[config.mk]
export PLATFORM = sky130hd
export DESIGN_NAME = gas_ppm_from_sensor_sample_core
export DESIGN_NICKNAME = d
export VERILOG_FILES = /design/src/rtl/core/gpfs_pkg.sv /design/src/rtl/core/gpfs_front.sv /design/src/rtl/core/gpfs_fifo.sv /design/src/rtl/core/gpfs_div.sv /design/src/rtl/core/gpfs_log2.sv /design/src/rtl/core/gpfs_back.sv /design/src/rtl/core/gas_ppm_from_sensor_sample_core.sv
export VERILOG_INCLUDE_DIRS = /design/src /design/src/rtl/core
export SDC_FILE = /design/constraint.sdc
export NUM_CORES = 2
export LEC_CHECK = 0
export BUFFER_PORTS_ARGS = -buffer_cell sky130_fd_sc_hd__buf_2
export CORE_ASPECT_RATIO = 1.1
export CORE_MARGIN = 2
export CORE_UTILIZATION = 46
export DETAILED_ROUTE_END_ITERATION = 10
export MAX_ROUTING_LAYER = met4
export SYNTH_ARGS = -nofsm -noshare
export SYNTH_HDL_FRONTEND = slang
export SYNTH_HIERARCHICAL = 1
export SYNTH_SLANG_ARGS = --single-unit
[constraint.sdc]
create_clock -name clk_i -period 9.9 [get_ports clk_i]
set_input_delay 1.485 -clock clk_i [delete_from_list [all_inputs] [get_ports clk_i]]
set_output_delay 1.485 -clock clk_i [all_outputs]
set_load 0.03 [all_outputs]
[src/rtl/core/gas_ppm_from_sensor_sample_core_defines.svh]
// ----------------------------------------------------------------------------
// Assertion macros for the gas concentration core
// Clocked on clk_i, disabled while rst_ni is low.
// ----------------------------------------------------------------------------
`ifndef GAS_PPM_FROM_SENSOR_SAMPLE_CORE_DEFINES_SVH
`define GAS_PPM_FROM_SENSOR_SAMPLE_CORE_DEFINES_SVH

`ifndef NO_ASSERTIONS
// property holds at every clock edge out of reset
`define GPFS_ASSERT(lbl, prop) \
  lbl: assert property (@(posedge clk_i) disable iff (!rst_ni) prop) \
    else $error("gpfs assertion failed");
// condition never holds out of reset
`define GPFS_ASSERT_NEVER(lbl, cond) \
  lbl: assert property (@(posedge clk_i) disable iff (!rst_ni) !(cond)) \
    else $error("gpfs forbidden condition seen");
`else
`define GPFS_ASSERT(lbl, prop)
`define GPFS_ASSERT_NEVER(lbl, cond)
`endif

`endif

[src/rtl/core/gpfs_pkg.sv]
// ----------------------------------------------------------------------------
// gpfs_pkg
// Types, constants and curve table shared by the gas concentration core.
// ----------------------------------------------------------------------------
package gpfs_pkg;

  // divider and log unit widths
  localparam int unsigned DIV_W = 64;
  localparam int unsigned DVS_W = 32;
  localparam int unsigned LOG_W = 21;

  // log10(2) in Q0.30, stored in 29 bits
  localparam logic [28:0] LOG10_2_Q30 = 29'd323228497;
  // log10(65536) in Q16.16 as the log unit computes it
  localparam logic signed [23:0] LOG10_65536 = 24'sd315652;
  // 16 fraction bits of the ratio, Q16.16
  localparam logic [21:0] RATIO_FBITS_Q16 = 22'd1048576;

  // gas index ranges
  localparam logic [3:0] GAS_A_LAST = 4'd5;
  localparam logic [3:0] GAS_B_LAST = 4'd8;
  localparam logic [3:0] GAS_LAST   = 4'd11;

  // request queue
  localparam int unsigned FIFO_DEPTH = 4;
  localparam int unsigned PTR_W      = $clog2(FIFO_DEPTH);

  // configuration register indexes
  typedef enum logic [1:0] {
    REG_LOAD_RES = 2'd0,
    REG_RO_A     = 2'd1,
    REG_RO_B     = 2'd2,
    REG_RO_C     = 2'd3
  } gpfs_reg_e;

  typedef enum logic [1:0] {
    ST_OK          = 2'd0,
    ST_ZERO_SAMPLE = 2'd1,
    ST_ZERO_RES    = 2'd2,
    ST_SAT         = 2'd3
  } gpfs_status_e;

  typedef enum logic [1:0] {
    K_CALC,
    K_ZERO_SAMPLE,
    K_NO_CURVE
  } gpfs_kind_e;

  typedef enum logic [1:0] {
    SENSOR_A,
    SENSOR_B,
    SENSOR_C
  } gpfs_sensor_e;

  typedef struct packed {
    logic [9:0]   sample;
    logic [3:0]   gas;
    gpfs_kind_e   kind;
    gpfs_sensor_e sensor;
  } gpfs_entry_t;

  typedef struct packed {
    logic        push;
    gpfs_entry_t entry;
  } gpfs_push_t;

  typedef struct packed {
    logic [7:0]  load_res;
    logic [31:0] ro_a;
    logic [31:0] ro_b;
    logic [31:0] ro_c;
  } gpfs_cfg_t;

  typedef struct packed {
    logic signed [18:0] x;
    logic signed [18:0] y;
    logic signed [18:0] m;
  } gpfs_curve_t;

  typedef struct packed {
    logic             start;
    logic [DIV_W-1:0] dividend;
    logic [DVS_W-1:0] divisor;
  } gpfs_div_req_t;

  typedef struct packed {
    logic             done;
    logic [DIV_W-1:0] quot;
  } gpfs_div_rsp_t;

  typedef struct packed {
    logic        start;
    logic [31:0] value;
  } gpfs_log_req_t;

  typedef struct packed {
    logic             done;
    logic [LOG_W-1:0] log2;
  } gpfs_log_rsp_t;

  // curve (x, y, m) per gas, Q16.16
  function automatic gpfs_curve_t gpfs_curve(input logic [3:0] gas);
    gpfs_curve_t c;
    case (gas)
      4'd0:    c = '{x: 19'sd150733, y: 19'sd13763, m: -19'sd30802};
      4'd1:    c = '{x: 19'sd150733, y: 19'sd47186, m: -19'sd22282};
      4'd2:    c = '{x: 19'sd150733, y: 19'sd30802, m: -19'sd24248};
      4'd3:    c = '{x: 19'sd150733, y: 19'sd20972, m: -19'sd34734};
      4'd4:    c = '{x: 19'sd150733, y: 19'sd30147, m: -19'sd26870};
      4'd5:    c = '{x: 19'sd150733, y: 19'sd15073, m: -19'sd29491};
      4'd6:    c = '{x: 19'sd45875,  y: 19'sd62259, m: -19'sd20316};
      4'd7:    c = '{x: 19'sd45875,  y: 19'sd58982, m: -19'sd59638};
      4'd8:    c = '{x: 19'sd45875,  y: 19'sd53084, m: -19'sd58982};
      4'd9:    c = '{x: 19'sd65536,  y: 19'sd22282, m: -19'sd21627};
      4'd10:   c = '{x: 19'sd65536,  y: 19'sd30147, m: -19'sd15729};
      4'd11:   c = '{x: 19'sd65536,  y: 19'sd26870, m: -19'sd26870};
      default: c = '{x: 19'sd0, y: 19'sd0, m: -19'sd1};
    endcase
    return c;
  endfunction

endpackage

[src/rtl/core/gpfs_front.sv]
// ----------------------------------------------------------------------------
// gpfs_front
// Accepts samples and classifies them before they enter the request queue.
// ----------------------------------------------------------------------------
module gpfs_front import gpfs_pkg::*; (
  input  logic       in_valid_i,
  output logic       in_stall_o,
  input  logic [9:0] adc_sample_i,
  input  logic [3:0] gas_select_i,
  input  logic       fifo_full_i,
  output gpfs_push_t push_o
);

  // hold off the source while the queue is full
  assign in_stall_o = fifo_full_i;

  // classify: early results and sensor selection
  always_comb begin
    push_o.push         = in_valid_i && !fifo_full_i;
    push_o.entry.sample = adc_sample_i;
    push_o.entry.gas    = gas_select_i;
    if (adc_sample_i == '0) begin
      push_o.entry.kind = K_ZERO_SAMPLE;
    end else if (gas_select_i > GAS_LAST) begin
      push_o.entry.kind = K_NO_CURVE;
    end else begin
      push_o.entry.kind = K_CALC;
    end
    if (gas_select_i <= GAS_A_LAST) begin
      push_o.entry.sensor = SENSOR_A;
    end else if (gas_select_i <= GAS_B_LAST) begin
      push_o.entry.sensor = SENSOR_B;
    end else begin
      push_o.entry.sensor = SENSOR_C;
    end
  end

endmodule

[src/rtl/core/gpfs_fifo.sv]
// ----------------------------------------------------------------------------
// gpfs_fifo
// Short request queue between the front and the compute engine.
// ----------------------------------------------------------------------------
module gpfs_fifo import gpfs_pkg::*; (
  input  logic        clk_i,
  input  logic        rst_ni,
  input  gpfs_push_t  push_i,
  output logic        full_o,
  input  logic        pop_i,
  output logic        empty_o,
  output gpfs_entry_t head_o
);

  gpfs_entry_t      mem_q [FIFO_DEPTH];
  logic [PTR_W-1:0] wr_ptr_q, rd_ptr_q;
  logic [PTR_W:0]   cnt_q;

  assign full_o  = (cnt_q == (PTR_W+1)'(FIFO_DEPTH));
  assign empty_o = (cnt_q == '0);
  assign head_o  = mem_q[rd_ptr_q];

  // write at the tail, advance pointers, track fill
  always_ff @(posedge clk_i or negedge rst_ni) begin
    if (!rst_ni) begin
      wr_ptr_q <= '0;
      rd_ptr_q <= '0;
      cnt_q    <= '0;
      for (int i = 0; i < FIFO_DEPTH; i++) begin
        mem_q[i] <= '0;
      end
    end else begin
      if (push_i.push) begin
        mem_q[wr_ptr_q] <= push_i.entry;
        wr_ptr_q        <= wr_ptr_q + 1'b1;
      end
      if (pop_i) begin
        rd_ptr_q <= rd_ptr_q + 1'b1;
      end
      if (push_i.push && !pop_i) begin
        cnt_q <= cnt_q + 1'b1;
      end else if (!push_i.push && pop_i) begin
        cnt_q <= cnt_q - 1'b1;
      end
    end
  end

endmodule

[src/rtl/core/gpfs_div.sv]
// ----------------------------------------------------------------------------
// gpfs_div
// Restoring divider, one quotient bit per cycle, shared by the engine.
// ----------------------------------------------------------------------------
module gpfs_div import gpfs_pkg::*; (
  input  logic          clk_i,
  input  logic          rst_ni,
  input  gpfs_div_req_t req_i,
  output gpfs_div_rsp_t rsp_o
);

  localparam int unsigned CNT_W = $clog2(DIV_W + 1);

  logic [DIV_W-1:0] dvd_q;
  logic [DVS_W-1:0] dvs_q;
  logic [DVS_W-1:0] rem_q;
  logic [CNT_W-1:0] cnt_q;
  logic             busy_q;
  logic             done_q;

  logic [DVS_W:0]   rem_sh;
  logic             ge;
  logic [DVS_W-1:0] rem_n;

  // one restoring step
  always_comb begin
    rem_sh = {rem_q, dvd_q[DIV_W-1]};
    ge     = (rem_sh >= {1'b0, dvs_q});
    rem_n  = ge ? DVS_W'(rem_sh - {1'b0, dvs_q}) : rem_sh[DVS_W-1:0];
  end

  assign rsp_o.done = done_q;
  assign rsp_o.quot = dvd_q;

  // load on start, shift quotient bits into the dividend register
  always_ff @(posedge clk_i or negedge rst_ni) begin
    if (!rst_ni) begin
      dvd_q  <= '0;
      dvs_q  <= '0;
      rem_q  <= '0;
      cnt_q  <= '0;
      busy_q <= 1'b0;
      done_q <= 1'b0;
    end else begin
      done_q <= 1'b0;
      if (req_i.start) begin
        dvd_q  <= req_i.dividend;
        dvs_q  <= req_i.divisor;
        rem_q  <= '0;
        cnt_q  <= CNT_W'(DIV_W);
        busy_q <= 1'b1;
      end else if (busy_q) begin
        dvd_q <= {dvd_q[DIV_W-2:0], ge};
        rem_q <= rem_n;
        cnt_q <= cnt_q - 1'b1;
        if (cnt_q == CNT_W'(1)) begin
          busy_q <= 1'b0;
          done_q <= 1'b1;
        end
      end
    end
  end

endmodule

[src/rtl/core/gpfs_log2.sv]
// ----------------------------------------------------------------------------
// gpfs_log2
// Q5.16 log2 of a 32-bit value: stepped normalize, then 16 squarings.
// ----------------------------------------------------------------------------
module gpfs_log2 import gpfs_pkg::*; (
  input  logic          clk_i,
  input  logic          rst_ni,
  input  gpfs_log_req_t req_i,
  output gpfs_log_rsp_t rsp_o
);

  typedef enum logic [1:0] {
    L_IDLE,
    L_NORM,
    L_SQR
  } log_state_e;

  log_state_e  state_q;
  logic [31:0] man_q;
  logic [4:0]  lead_q;
  logic [15:0] frac_q;
  logic [3:0]  cnt_q;
  logic        done_q;

  logic [61:0] sq;
  logic [31:0] sq_t;

  // square the Q1.30 mantissa, back to Q1.30 scale
  always_comb begin
    sq   = 62'(man_q[30:0]) * 62'(man_q[30:0]);
    sq_t = sq[61:30];
  end

  assign rsp_o.done = done_q;
  assign rsp_o.log2 = {lead_q, frac_q};

  always_ff @(posedge clk_i or negedge rst_ni) begin
    if (!rst_ni) begin
      state_q <= L_IDLE;
      man_q   <= '0;
      lead_q  <= '0;
      frac_q  <= '0;
      cnt_q   <= '0;
      done_q  <= 1'b0;
    end else begin
      done_q <= 1'b0;
      unique case (state_q)
        L_IDLE: begin
          if (req_i.start) begin
            man_q   <= req_i.value;
            lead_q  <= 5'd31;
            frac_q  <= '0;
            state_q <= L_NORM;
          end
        end
        // shift the leading one up to the top bit
        L_NORM: begin
          if (man_q[31:24] == '0 && lead_q >= 5'd8) begin
            man_q  <= {man_q[23:0], 8'b0};
            lead_q <= lead_q - 5'd8;
          end else if (man_q[31:28] == '0 && lead_q >= 5'd4) begin
            man_q  <= {man_q[27:0], 4'b0};
            lead_q <= lead_q - 5'd4;
          end else if (!man_q[31] && lead_q != '0) begin
            man_q  <= {man_q[30:0], 1'b0};
            lead_q <= lead_q - 5'd1;
          end else begin
            man_q   <= {1'b0, man_q[31:1]};
            cnt_q   <= 4'd15;
            state_q <= L_SQR;
          end
        end
        // one fraction bit per squaring
        L_SQR: begin
          if (sq_t[31]) begin
            man_q <= {1'b0, sq_t[31:1]};
          end else begin
            man_q <= {1'b0, sq_t[30:0]};
          end
          frac_q <= {frac_q[14:0], sq_t[31]};
          cnt_q  <= cnt_q - 1'b1;
          if (cnt_q == '0) begin
            done_q  <= 1'b1;
            state_q <= L_IDLE;
          end
        end
        default: state_q <= L_IDLE;
      endcase
    end
  end

endmodule

[src/rtl/core/gpfs_back.sv]
// ----------------------------------------------------------------------------
// gpfs_back
// Compute engine: resistance, ratio, log10, curve, successive approximation.
// ----------------------------------------------------------------------------
`include "gas_ppm_from_sensor_sample_core_defines.svh"

module gpfs_back import gpfs_pkg::*; #(
  parameter int unsigned ADC_FULL_SCALE = 1023
) (
  input  logic        clk_i,
  input  logic        rst_ni,
  input  gpfs_cfg_t   cfg_i,
  input  logic        fifo_empty_i,
  input  gpfs_entry_t head_i,
  output logic        pop_o,
  output logic        out_valid_o,
  input  logic        out_stall_i,
  output logic [15:0] ppm_o,
  output logic [1:0]  status_o
);

  localparam logic [DIV_W-1:0] FS_DIVIDEND = DIV_W'(ADC_FULL_SCALE) << 16;
  localparam logic [31:0]      ONE_Q16     = 32'd65536;
  localparam logic [15:0]      PPM_TOP     = 16'h8000;

  typedef enum logic [3:0] {
    S_IDLE,
    S_DIVQ,
    S_RS,
    S_DIVR,
    S_LOG,
    S_SCALE,
    S_DIVE,
    S_WDIVE,
    S_CHK,
    S_CMP,
    S_DONE
  } back_state_e;

  back_state_e        state_q;
  gpfs_entry_t        ent_q;
  logic [31:0]        qm_q;
  logic [LOG_W-1:0]   log2_q;
  logic signed [20:0] lg_q;
  logic signed [23:0] e_q;
  logic               neg_q;
  logic               sar_q;
  logic [15:0]        ppm_q;
  logic [15:0]        cand_q;
  logic [3:0]         bit_q;
  logic [15:0]        res_ppm_q;
  gpfs_status_e       res_status_q;
  logic               out_valid_q;
  logic [15:0]        out_ppm_q;
  gpfs_status_e       out_status_q;
  gpfs_div_req_t      div_req_q;
  gpfs_div_rsp_t      div_rsp;
  gpfs_log_req_t      log_req_q;
  gpfs_log_rsp_t      log_rsp;

  gpfs_curve_t        cur;
  logic [31:0]        ro_sel;
  logic [31:0]        q_full;
  logic [31:0]        qm;
  logic [39:0]        rs;
  logic [31:0]        ratio;
  logic signed [21:0] l_s;
  logic [20:0]        mag;
  logic [49:0]        prod;
  logic [19:0]        r;
  logic signed [20:0] lg_n;
  logic signed [21:0] d;
  logic [21:0]        absd;
  logic [18:0]        abs_m;
  logic [20:0]        qe;
  logic signed [23:0] e_n;
  logic               le;
  logic [15:0]        ppm_n;
  logic [15:0]        cand_n;

  gpfs_div u_div (
    .clk_i  (clk_i),
    .rst_ni (rst_ni),
    .req_i  (div_req_q),
    .rsp_o  (div_rsp)
  );

  gpfs_log2 u_log2 (
    .clk_i  (clk_i),
    .rst_ni (rst_ni),
    .req_i  (log_req_q),
    .rsp_o  (log_rsp)
  );

  assign pop_o       = (state_q == S_IDLE) && !fifo_empty_i;
  assign out_valid_o = out_valid_q;
  assign ppm_o       = out_ppm_q;
  assign status_o    = out_status_q;

  // select clean-air resistance of the sensor
  always_comb begin
    unique case (ent_q.sensor)
      SENSOR_A: ro_sel = cfg_i.ro_a;
      SENSOR_B: ro_sel = cfg_i.ro_b;
      SENSOR_C: ro_sel = cfg_i.ro_c;
      default:  ro_sel = '0;
    endcase
  end

  // datapath between the sequencer registers
  always_comb begin
    cur    = gpfs_curve(ent_q.gas);
    q_full = div_rsp.quot[31:0];
    qm     = (q_full > ONE_Q16) ? q_full - ONE_Q16 : '0;
    rs     = 40'(qm_q) * 40'(cfg_i.load_res);
    ratio  = (div_rsp.quot[63:32] != '0) ? '1 : div_rsp.quot[31:0];
    // log2 to log10, magnitude truncated, sign restored
    l_s    = $signed({1'b0, log2_q}) - $signed(sar_q ? 22'd0 : RATIO_FBITS_Q16);
    mag    = l_s[21] ? 21'(-l_s) : 21'(l_s);
    prod   = 50'(mag) * 50'(LOG10_2_Q30);
    r      = prod[49:30];
    lg_n   = l_s[21] ? -$signed({1'b0, r}) : $signed({1'b0, r});
    // curve offset and slope magnitudes
    d      = $signed({lg_q[20], lg_q}) - $signed({{3{cur.y[18]}}, cur.y});
    absd   = d[21] ? 22'(-d) : 22'(d);
    abs_m  = cur.m[18] ? 19'(-cur.m) : 19'(cur.m);
    qe     = div_rsp.quot[20:0];
    e_n    = $signed({{5{cur.x[18]}}, cur.x})
           + (neg_q ? -$signed({3'b0, qe}) : $signed({3'b0, qe}));
    // successive approximation compare
    le     = $signed({{3{lg_q[20]}}, lg_q}) <= e_q;
    ppm_n  = le ? cand_q : ppm_q;
    cand_n = ppm_n | (16'd1 << (bit_q - 4'd1));
  end

  // sequencer, divider and log requests, output register
  always_ff @(posedge clk_i or negedge rst_ni) begin
    if (!rst_ni) begin
      state_q      <= S_IDLE;
      ent_q        <= '0;
      qm_q         <= '0;
      log2_q       <= '0;
      lg_q         <= '0;
      e_q          <= '0;
      neg_q        <= 1'b0;
      sar_q        <= 1'b0;
      ppm_q        <= '0;
      cand_q       <= '0;
      bit_q        <= '0;
      res_ppm_q    <= '0;
      res_status_q <= ST_OK;
      out_valid_q  <= 1'b0;
      out_ppm_q    <= '0;
      out_status_q <= ST_OK;
      div_req_q    <= '0;
      log_req_q    <= '0;
    end else begin
      div_req_q.start <= 1'b0;
      log_req_q.start <= 1'b0;
      if (out_valid_q && !out_stall_i) begin
        out_valid_q <= 1'b0;
      end
      unique case (state_q)
        S_IDLE: begin
          if (!fifo_empty_i) begin
            ent_q <= head_i;
            case (head_i.kind)
              K_ZERO_SAMPLE: begin
                res_ppm_q    <= '0;
                res_status_q <= ST_ZERO_SAMPLE;
                state_q      <= S_DONE;
              end
              K_NO_CURVE: begin
                res_ppm_q    <= '0;
                res_status_q <= ST_ZERO_RES;
                state_q      <= S_DONE;
              end
              default: begin
                div_req_q.start    <= 1'b1;
                div_req_q.dividend <= FS_DIVIDEND;
                div_req_q.divisor  <= {22'b0, head_i.sample};
                state_q            <= S_DIVQ;
              end
            endcase
          end
        end
        S_DIVQ: begin
          if (div_rsp.done) begin
            qm_q    <= qm;
            state_q <= S_RS;
          end
        end
        S_RS: begin
          if (rs == '0 || ro_sel == '0) begin
            res_ppm_q    <= '0;
            res_status_q <= ST_ZERO_RES;
            state_q      <= S_DONE;
          end else begin
            div_req_q.start    <= 1'b1;
            div_req_q.dividend <= {8'b0, rs, 16'b0};
            div_req_q.divisor  <= ro_sel;
            state_q            <= S_DIVR;
          end
        end
        S_DIVR: begin
          if (div_rsp.done) begin
            if (div_rsp.quot == '0) begin
              res_ppm_q    <= '0;
              res_status_q <= ST_ZERO_RES;
              state_q      <= S_DONE;
            end else begin
              log_req_q.start <= 1'b1;
              log_req_q.value <= ratio;
              sar_q           <= 1'b0;
              state_q         <= S_LOG;
            end
          end
        end
        S_LOG: begin
          if (log_rsp.done) begin
            log2_q  <= log_rsp.log2;
            state_q <= S_SCALE;
          end
        end
        S_SCALE: begin
          lg_q    <= lg_n;
          state_q <= sar_q ? S_CMP : S_DIVE;
        end
        S_DIVE: begin
          div_req_q.start    <= 1'b1;
          div_req_q.dividend <= {26'b0, absd, 16'b0};
          div_req_q.divisor  <= {13'b0, abs_m};
          neg_q              <= d[21] ^ cur.m[18];
          state_q            <= S_WDIVE;
        end
        S_WDIVE: begin
          if (div_rsp.done) begin
            e_q     <= e_n;
            state_q <= S_CHK;
          end
        end
        S_CHK: begin
          if (e_q >= LOG10_65536) begin
            res_ppm_q    <= 16'hFFFF;
            res_status_q <= ST_SAT;
            state_q      <= S_DONE;
          end else begin
            ppm_q           <= '0;
            bit_q           <= 4'd15;
            cand_q          <= PPM_TOP;
            log_req_q.start <= 1'b1;
            log_req_q.value <= {16'b0, PPM_TOP};
            sar_q           <= 1'b1;
            state_q         <= S_LOG;
          end
        end
        // keep or drop the candidate bit, then try the next one
        S_CMP: begin
          if (bit_q == '0) begin
            res_ppm_q    <= ppm_n;
            res_status_q <= ST_OK;
            state_q      <= S_DONE;
          end else begin
            ppm_q           <= ppm_n;
            cand_q          <= cand_n;
            bit_q           <= bit_q - 4'd1;
            log_req_q.start <= 1'b1;
            log_req_q.value <= {16'b0, cand_n};
            state_q         <= S_LOG;
          end
        end
        // hold until the output register is free
        S_DONE: begin
          if (!out_valid_q || !out_stall_i) begin
            out_valid_q  <= 1'b1;
            out_ppm_q    <= res_ppm_q;
            out_status_q <= res_status_q;
            state_q      <= S_IDLE;
          end
        end
        default: state_q <= S_IDLE;
      endcase
    end
  end

  `GPFS_ASSERT(a_sat_ppm, out_valid_q && (out_status_q == ST_SAT) |-> (out_ppm_q == 16'hFFFF))
  `GPFS_ASSERT(a_div_wait, div_rsp.done |-> (state_q == S_DIVQ || state_q == S_DIVR || state_q == S_WDIVE))
  `GPFS_ASSERT(a_pop_leaves_idle, pop_o |=> (state_q != S_IDLE))
  `GPFS_ASSERT_NEVER(a_early_ppm, out_valid_q && (out_status_q == ST_ZERO_SAMPLE || out_status_q == ST_ZERO_RES) && (out_ppm_q != '0))

endmodule

[src/rtl/core/gas_ppm_from_sensor_sample_core.sv]
// ----------------------------------------------------------------------------
// gas_ppm_from_sensor_sample_core
// Sensor sample to gas concentration in ppm, with configuration registers.
// ----------------------------------------------------------------------------
//  channel   handshake              payload
//  in        in_valid_i/in_stall_o  adc_sample_i, gas_select_i
//  out       out_valid_o/out_stall_i ppm_o, status_o
//  cfg       cfg_valid_i/cfg_ready_o cfg_index_i, cfg_data_i
//
// Samples enter a four-entry queue at one per cycle while it has room; the
// engine pops one request at a time. A zero sample or an unknown gas goes
// from the idle state straight to the done state, skipping the computation;
// a full computation runs three bit-serial divisions and 17 log2 evaluations.
// Reset restores the register defaults.
// A stalled result holds in the output register while the queue keeps filling.
// ----------------------------------------------------------------------------
module gas_ppm_from_sensor_sample_core import gpfs_pkg::*; #(
  parameter int unsigned ADC_FULL_SCALE = 1023
) (
  input  logic        clk_i,
  input  logic        rst_ni,
  input  logic        in_valid_i,
  output logic        in_stall_o,
  input  logic [9:0]  adc_sample_i,
  input  logic [3:0]  gas_select_i,
  output logic        out_valid_o,
  input  logic        out_stall_i,
  output logic [15:0] ppm_o,
  output logic [1:0]  status_o,
  input  logic        cfg_valid_i,
  output logic        cfg_ready_o,
  input  logic [1:0]  cfg_index_i,
  input  logic [31:0] cfg_data_i
);

  gpfs_cfg_t   cfg_q;
  gpfs_push_t  push;
  logic        fifo_full;
  logic        fifo_empty;
  logic        pop;
  gpfs_entry_t head;

  assign cfg_ready_o = 1'b1;

  // write configuration registers
  always_ff @(posedge clk_i or negedge rst_ni) begin
    if (!rst_ni) begin
      cfg_q.load_res <= 8'd1;
      cfg_q.ro_a     <= 32'd65536;
      cfg_q.ro_b     <= 32'd65536;
      cfg_q.ro_c     <= 32'd65536;
    end else if (cfg_valid_i) begin
      unique case (gpfs_reg_e'(cfg_index_i))
        REG_LOAD_RES: cfg_q.load_res <= cfg_data_i[7:0];
        REG_RO_A:     cfg_q.ro_a     <= cfg_data_i;
        REG_RO_B:     cfg_q.ro_b     <= cfg_data_i;
        REG_RO_C:     cfg_q.ro_c     <= cfg_data_i;
      endcase
    end
  end

  gpfs_front u_front (
    .in_valid_i   (in_valid_i),
    .in_stall_o   (in_stall_o),
    .adc_sample_i (adc_sample_i),
    .gas_select_i (gas_select_i),
    .fifo_full_i  (fifo_full),
    .push_o       (push)
  );

  gpfs_fifo u_fifo (
    .clk_i   (clk_i),
    .rst_ni  (rst_ni),
    .push_i  (push),
    .full_o  (fifo_full),
    .pop_i   (pop),
    .empty_o (fifo_empty),
    .head_o  (head)
  );

  gpfs_back #(
    .ADC_FULL_SCALE (ADC_FULL_SCALE)
  ) u_back (
    .clk_i        (clk_i),
    .rst_ni       (rst_ni),
    .cfg_i        (cfg_q),
    .fifo_empty_i (fifo_empty),
    .head_i       (head),
    .pop_o        (pop),
    .out_valid_o  (out_valid_o),
    .out_stall_i  (out_stall_i),
    .ppm_o        (ppm_o),
    .status_o     (status_o)
  );

endmodule

==> metrics <==
Reg2Reg Setup Slack=0.57 ns; outcome=finished clean; commonest non-fill, non-tap cell in the layout=inv_1; CTS Buf Count=75; Final GP Congestion=0.934; CP bufs+invs=6; RSZ-0062 raised after global routing=no; via count=60000; largest net degree at the start of global routing=171; DR pass1 iterations=6; worst skew pair latency=0.69 ns; setup TNS=0 ns; drt initial violations=3622; mux share of post-synthesis cell area=6.62%; Worst path max stage delay=0.57 ns; WP data required=10.45 ns; WHS=0.474 ns; Hold Path Class=flip-flop to flip-flop; H-tree depth=3; clock-pin transition on the worst setup and hold timing paths=0.06 ns; largest family of logic cells by synthesized area=adder cells; Chip Width=405 um; Avg Cell Area, Syn=9.39 um^2; relative slew slack=17.1%; Top delay family on crit path=adder cells; Critical Path Fanout Max=9; first-pass GRT wire length=362000 um; Layout Nets=10300; CTS tree=done; Crit-path slowest cell=fa_1; skew final=0.0377 ns; layout cells sized above 1=8.52%; Mapped Area=81500 um^2; fmax=0.107 GHz; critical path type=flip-flop to flip-flop; initial antenna violation count=3; vias in the first global route=64500; post-route ant nets=0; die area=180000 um^2; CP Data Arrival Time=9.87 ns; clk sinks=669; Total Routing Usage GR=26.1%; Synth Flop Type=dfrtp_1; Adder-Cell Fraction of Synth Area=36.5%; maxcap violations=0; Post-Synth Simple-Gate Area=12.4%; count of different cell masters after synthesis=132; Placeable Area=175000 um^2; synth warn=6; Root Buffer=clkbuf_16; Via density=5.47; Max clock buf depth=3; Initial Util=46.4%; register area=16800 um^2; io pins=74; grt total ovfl=0; post-synthesis register bit count=669; multi-input combinational cell area=57400 um^2; Crit path top cell by count=fa_1; Critical Path End Type=flip-flop; clock period minus worst slack=9.33 ns; hold_buf cts=0; CP startpoint kind=flip-flop; Seq/Total Area, Yosys=20.6%; Mapped Cells=8671; Fin. Hold Viols=0; Post-synth ARST share=100%; Area Growth Syn to Fin=6.73%; Die H=445 um; Final HPWL DP=177000 um; Layout fillers=16500; most frequent cells in the layout=1466 x inv_1, 1059 x fa_1, 996 x nand2_1; DRC=0; Final Cycle Share=94.2%; setup violators final=0; Post-Route WL=221000 um; EDFF count, synth=0; Compound-Gate Fraction of Synth Area=11.8%; WL/cell=20.2 um; FP Rows=161; Post-Synth XOR/XNOR Area=2.89%; Worst Tran Pin Value=1.24 ns; fin. max-slew vios=0; Port Buffers=72
-- final timing paths --
kind,start,to,cells after the start
min,u_back/div_req_q[16]$_DFFE_PN0P_,u_back/u_div/dvs_q[16]$_DFFE_PN0P_,2
min reg2reg,u_back/div_req_q[16]$_DFFE_PN0P_,u_back/u_div/dvs_q[16]$_DFFE_PN0P_,2
max reg2reg,u_back/log2_q[2]$_DFFE_PN0P_,u_back/lg_q[19]$_DFFE_PN0P_,32
max,u_back/log2_q[2]$_DFFE_PN0P_,u_back/lg_q[19]$_DFFE_PN0P_,32
min in group asynchronous,rst_ni,cfg_q[30]$_DFFE_PN0P_,1
max in group asynchronous,rst_ni,u_back/u_log2/man_q[12]$_DFFE_PN0P_,3
-- per-stage QoR --
stage	util (%)	setup slack, ns	cell area, um^2	cells
2_1_floorplan	-	1.04	81500	8694
4_1_cts	49.5	0.300	86900	11000
3_5_place_dp	48.0	0.371	84200	10800
6_report	49.6	0.573	86900	11000
5_1_grt	49.6	0.0238	86900	11000
3_3_place_gp	48.0	0.295	84200	10800
-- flip-flops by register name, indices dropped and copies added, names as in the netlist, 21 cells and up --
register / count
u_back/u_div/dvd_q: 64
u_back/e_q: 24
u_back/u_div/rem_q: 32
u_back/log2_q: 21
u_back/qm_q: 32
cfg_q: 104
u_back/u_div/dvs_q: 32
u_back/div_req_q: 73
u_back/log_req_q: 33
u_back/lg_q: 21
u_back/u_log2/man_q: 32
u_fifo/mem_q: 72
-- cells in the mapped netlist, types with 71 or more instances --
master	count	area [um^2]
xnor2_1	154	1350
and2_1	322	2010
mux2i_1	197	1970
xor2_1	111	972
nor2_1	302	1130
nand3_1	101	505
a21o_1	93	698
nand2_1	996	3740
mux2_2	198	2230
o21a_1	78	586
dfrtp_1	665	16600
clkbuf_1	333	1250
ha_1	679	8500
o21ai_0	448	2240
inv_1	1466	5500
a21oi_1	330	1650
nand4_1	71	444
fa_1	1059	21200
-- worst register-to-register path: cells and delay by family, from the launching register on --
kind	cells	cell delay [ns]
buf+inv	6	0.63
simple gates	11	3.20
flops	1	0.41
xor+xnor	3	0.69
fa+ha+maj	7	3.24
compound gates	5	1.05
-- metal layers --
layer | up-vias | global-route usage [%] | share of wire [%]
li1 | 27900 | - | -
met1 | 30400 | 32.8 | 42
met2 | 1358 | 45.0 | 51
met3 | 363 | 1.91 | 3.9
met4 | 0 | 7.77 | 3.3
met5 | - | - | 0
-- repair_timing --
action                     4_1_cts  5_1_grt
gates resized for setup          0       10
setup endpoints to repair        0        7
buffers inserted                 0        1
-- kinds of logic (layout without fill, tap and decap cells) --
family | after synthesis | count (layout)
other cells | 2 | 27
mux | 466 | 466
buf+inv | 1919 | 1833
fa+ha+maj | 1738 | 1738
compound gates | 1474 | 1474
flops | 669 | 669
simple gates | 2136 | 2136
xor+xnor | 267 | 267
-- final cells by class --
class                           count  area share, %
Timing Repair Buffer              227           1.87
Clock buffer                      101           2.42
Inverter                         1471           6.35
Clock inverter                     34          0.659
Multi-Input combinational cell   6106           66.0
Antenna cell                        2        0.00576
Tap cell                         2363           3.40
Sequential cell                   669           19.3
Power is not shown: default switching activity piles up to over one toggle a cycle in this logic, so the estimate is an artifact.
